<file path="src/hdl/pltlru_pkg.sv">
// Package for the per-tenant LRU page table.
// Holds action and status codes, the cell command, the state type and the transfer types;
// no dependencies.
package pltlru_pkg;
	localparam int ACTION_W = 3;
	localparam int TENANT_W = 4;
	localparam int PAGE_W   = 20;
	localparam int LOC_W    = 11;
	localparam int STATUS_W = 3;

	typedef enum logic [ACTION_W-1:0] {
		ACT_LOOKUP = 3'd0,
		ACT_TOUCH  = 3'd1,
		ACT_ADD    = 3'd2,
		ACT_EVICT  = 3'd3,
		ACT_ALLOC  = 3'd4
	} action_t;

	typedef enum logic [STATUS_W-1:0] {
		ST_OK      = 3'd0,
		ST_MISSING = 3'd1,
		ST_PRESENT = 3'd2,
		ST_EMPTY_T = 3'd3,
		ST_POOL_MT = 3'd4
	} status_t;

	// Command broadcast to every cell for one cycle.
	typedef enum logic [1:0] {
		CC_NONE  = 2'd0,
		CC_PUSH  = 2'd1,   // shift right up to and including the marked slot
		CC_CLOSE = 2'd2    // shift left from the marked slot upward
	} cell_cmd_t;

	typedef enum logic [2:0] {
		FS_IDLE   = 3'd0,
		FS_SEARCH = 3'd1,
		FS_APPLY  = 3'd2,
		FS_RELOAD = 3'd3,
		FS_OUT    = 3'd4
	} fsm_t;

	// Request transfer
	typedef struct packed {
		action_t             action;
		logic [TENANT_W-1:0] tenant;
		logic [PAGE_W-1:0]   page_number;
		logic [LOC_W-1:0]    new_location;
	} page_req_t;

	// Response transfer
	typedef struct packed {
		logic [LOC_W-1:0]  location;
		logic              hit;
		logic [PAGE_W-1:0] victim_page;
		status_t           status;
	} page_rsp_t;

	// Configuration transfer: slots_in_use
	typedef logic [LOC_W-1:0] slots_t;
endpackage

</file>
<file path="src/hdl/pltlru_cell.sv">
// One recency cell: valid, tenant, page, location.
// Depends on pltlru_pkg.
module pltlru_cell #(
	parameter int PAGE_BITS = 20
) (
	input  logic                          clk,
	input  logic                          arst_n,
	input  pltlru_pkg::cell_cmd_t         cmd,
	input  logic                          shift_en,   // this cell takes its neighbour
	input  logic                          load_head,  // head cell loads the new entry
	input  logic                          nb_valid,
	input  logic [pltlru_pkg::TENANT_W-1:0] nb_tenant,
	input  logic [PAGE_BITS-1:0]          nb_page,
	input  logic [pltlru_pkg::LOC_W-1:0]  nb_loc,
	input  logic [pltlru_pkg::TENANT_W-1:0] key_tenant,
	input  logic [PAGE_BITS-1:0]          key_page,
	output logic                          valid_q,
	output logic [pltlru_pkg::TENANT_W-1:0] tenant_q,
	output logic [PAGE_BITS-1:0]          page_q,
	output logic [pltlru_pkg::LOC_W-1:0]  loc_q,
	output logic                          match,
	output logic                          tmatch
);
	assign tmatch = valid_q && tenant_q == key_tenant;
	assign match  = tmatch && page_q == key_page;

	always_ff @(posedge clk or negedge arst_n) begin
		if (!arst_n) begin
			valid_q <= 1'b0;
		end else if (cmd != pltlru_pkg::CC_NONE && (shift_en || load_head)) begin
			valid_q <= nb_valid;
		end
	end

	always_ff @(posedge clk) begin
		if (cmd != pltlru_pkg::CC_NONE && (shift_en || load_head)) begin
			tenant_q <= nb_tenant;
			page_q   <= nb_page;
			loc_q    <= nb_loc;
		end
	end
endmodule

</file>
<file path="config.mk">
export PLATFORM = sky130hd
export DESIGN_NAME = pltlru_cell
export DESIGN_NICKNAME = d
export VERILOG_FILES = /design/src/hdl/pltlru_pkg.sv /design/src/hdl/pltlru_cell.sv
export SDC_FILE = /design/constraint.sdc
export NUM_CORES = 1
export LEC_CHECK = 0
export ABC_AREA = 1
export BUFFER_PORTS_ARGS = -buffer_cell sky130_fd_sc_hd__buf_2
export CAP_MARGIN = 25
export CORE_MARGIN = 4
export CORE_UTILIZATION = 44
export DETAILED_ROUTE_END_ITERATION = 16
export PLACE_DENSITY = 0.89
export SKIP_CTS_REPAIR_TIMING = 1
export SYNTH_ARGS = -nofsm -noshare
export SYNTH_HDL_FRONTEND = slang
export SYNTH_SLANG_ARGS = --single-unit
</file>
<file path="constraint.sdc">
create_clock -name clk -period 2.35 [get_ports clk]
set_input_delay 0.1175 -clock clk [delete_from_list [all_inputs] [get_ports clk]]
set_output_delay 0.1175 -clock clk [all_outputs]
set_load 0.01 [all_outputs]
</file>
==> impl_metrics.sql <==
INSERT INTO impl_metrics (metric_group, metric, value, unit) VALUES
('pwr', 'cellPowerDensity', '572.8', 'nW/um2'),
('setup_path', 'timing.critical_path.slowest_cell_delay', '460', 'ps'),
('route', 'num_vias', '1514', ''),
('placed_design', 'preCtsSetupSlack', '817.7', 'ps'),
('floorplan', 'initial_utilization', '0.4629', ''),
('logic_synthesis', 'synthesis.area_per_instance', '10.39', 'um2'),
('placed_design', 'dpl-instance-area', '2150', 'um2'),
('setup_path', 'reg2reg_setup_slack', '1680', 'ps'),
('grt', 'grt_start_max_net_pins', '22', ''),
('logic_synthesis', 'ys_ff_latch', '36', ''),
('floorplan', 'floorplan.die_area', '4585', 'um2'),
('final_layout', 'nets', '365', ''),
('route', 'route.detailed.drc', '0', ''),
('timing', 'final_hold_violation_count', '0', ''),
('setup_path', 'worstSetupEndpointType', 'primary output', ''),
('setup_path', 'slowest_stage', 'edfxtp_1', ''),
('min_path', 'worst_hold_path_type', 'in -> async', ''),
('setup_path', 'worstPathRequired', '2230', 'ps'),
('route', 'ant_nets', '0', ''),
('clocking', 'cts-htree-levels', '2', ''),
('final_layout', 'fin_util', '0.7604', ''),
('logic_synthesis', 'synthDominantCellAreaShare', '0.6699', ''),
('run', 'maxCapViolCount', '0', ''),
('final_layout', 'layout-drive-gt1-share', '0.3833', ''),
('pwr', 'seq_power_share', '0.557', ''),
('grt', 'number_of_antenna_violations_at_the_first_check_in_global_routing', '0', ''),
('pwr', 'comb_power_share', '0.218', ''),
('pwr', 'p_sw_frac', '0.2751', ''),
('timing', 'timing.max_slew.rel_slack', '0.4865', ''),
('route', 'drtIter0Drc', '48', ''),
('setup_path', 'critPathMaxFanout', '3', ''),
('placed_design', 'hpwl', '2810', 'um'),
('setup_path', 'arr_time_crit_path', '1510', 'ps'),
('pwr', 'internal_power', '1.070', 'mW'),
('grt', 'first_pass_grt_wire_length', '4954', 'um'),
('setup_path', 'timing.setup.critical_path_class', 'reg -> out', ''),
('pwr', 'clock_power_share', '0.225', ''),
('timing', 'final.setup.tns', '0', 'ps'),
('final_layout', 'postLayoutCellArea', '2577', 'um2'),
('logic_synthesis', 'synth.cell_area', '1569', 'um2'),
('logic_synthesis', 'ys_seq_area_frac', '0.6858', ''),
('setup_path', 'worst_setup_path_start_kind', 'flip-flop', ''),
('status', 'run_status', 'completed', ''),
('route', 'route.detailed.wl_per_inst', '12.10', 'um'),
('floorplan', 'die_height', '67.72', 'um'),
('grt', 'globalRoute.totalOverflow', '0', ''),
('timing', 'report.final.setup_viol', '0', ''),
('floorplan', 'core_area', '3390', 'um2'),
('timing', 'finalClockSkew', '0', 'ps'),
('timing', 'worst_slew_pin_slew', '769.4', 'ps'),
('pwr', 'power.leakage', '1.328', 'nW'),
('final_layout', 'mostFrequentLayoutCell', 'buf_2', ''),
('pwr', 'ir_drop', '441.2', 'uV'),
('logic_synthesis', 'post_synth_inst_count', '151', ''),
('setup_path', 'worst_path_dominant_cell_family', 'simple AND/OR/NAND/NOR gates', ''),
('final_layout', 'synthToLayoutAreaGrowth', '64.27', '%'),
('timing', 'layout_worst_path_cycle_share', '0.6931', ''),
('pwr', 'finalPower', '1.476', 'mW'),
('floorplan', 'die_width', '67.72', 'um'),
('logic_synthesis', 'synth_fp_nets', '217', ''),
('timing', 'timing.final.ws_setup', '721.1', 'ps'),
('grt', 'grt_use_total', '0.1512', ''),
('grt', 'vias_in_the_first_global_route', '1314', ''),
('timing', 'rsz0062_at_grt', 'no', ''),
('timing', 'clock.fmax', '613.9', 'MHz'),
('logic_synthesis', 'post_synth_top_area_cell', 'edfxtp_1', ''),
('setup_path', 'crit_path_frequent_cell', 'nand2_1', ''),
('placed_design', 'gpl_wtd_cong', '0.6986', ''),
('floorplan', 'row_count', '21', ''),
('floorplan', 'io-pin-count', '104', ''),
('timing', 'min_period', '1629', 'ps');
## Yosys cell counts, drive strengths merged
master,count
a21oi,1
dfrtp,1
edfxtp,35
inv,34
nand2,55
nand3,3
nor2,10
o21ai,1
o22ai,1
or2,3
xnor2,7
## final cells by class
cell class,instances,area (um2),area share
well taps,46,57.56,0.02233
inverters,34,127.6,0.04951
repair buffers,141,893.4,0.3466
multi-input cells,81,365.4,0.1417
clock inverters,2,16.27,0.006311
flip-flops and latches,36,1076,0.4175
clock buffers,6,41.29,0.01602
## registers in the layout, summed over array words and instances (netlist names)
| name | count |
|---|---|
| page_q | 20 |
| loc_q | 11 |
| tenant_q | 4 |
| valid_q | 1 |
## power groups by stage
stage               Sequential [mW]  Clock (mW)  Combinational [mW]
floorplan                     0.870           0              0.0934
global placement              0.832           0               0.265
detailed placement            0.835           0               0.272
CTS                           0.821       0.329               0.273
global route                  0.831       0.367               0.358
finish                        0.822       0.333               0.321
## metal layers
layer	wire, um	vias to the layer above	global-route usage
li1	-	760	-
met1	1555	669	0.1257
met2	2169	74	0.2892
met3	346	11	0.06156
met4	113	0	0.09114
met5	0	-	0
## cells by family (layout without fill, tap and decap cells)
kind of cell | count (synthesis) | after routing | share of synthesized area
AOI/OAI and AO/OA | 3 | 3 | 0.01036
and+or+nand+nor | 71 | 71 | 0.1834
xor gates and xnor gates | 7 | 7 | 0.03908
DFF | 36 | 36 | 0.6858
buffers and inverters | 34 | 183 | 0.08134
## worst register-to-register path, stage by stage (launching register included)
cell and delay, ps:
dfrtp_1 400, inv_1 80, o21ai_0 90
## metrics by stage
step | instances | hold slack [ps]
2_1_floorplan | 151 | -178.1
3_3_place_gp | 301 | -104.7
3_5_place_dp | 301 | -106.0
4_1_cts | 309 | -478.6
5_1_grt | 346 | 67.05
6_report | 346 | 81.10
## worst paths after layout
| path | start | end | cells after the start |
|---|---|---|---|
| min in group clk | nb_page[4] | page_q[4]$_DFFE_PP_ | 2 |
| max in group asynchronous | arst_n | valid_q$_DFFE_PN0P_ | 2 |
| worst max register to register | valid_q$_DFFE_PN0P_ | valid_q$_DFFE_PN0P_ | 2 |
| worst min register to register | valid_q$_DFFE_PN0P_ | valid_q$_DFFE_PN0P_ | 2 |
| worst max-delay path | page_q[17]$_DFFE_PP_ | match | 8 |
| worst min-delay path | arst_n | valid_q$_DFFE_PN0P_ | 2 |
Note: power is estimated with default switching activity, not from simulation.
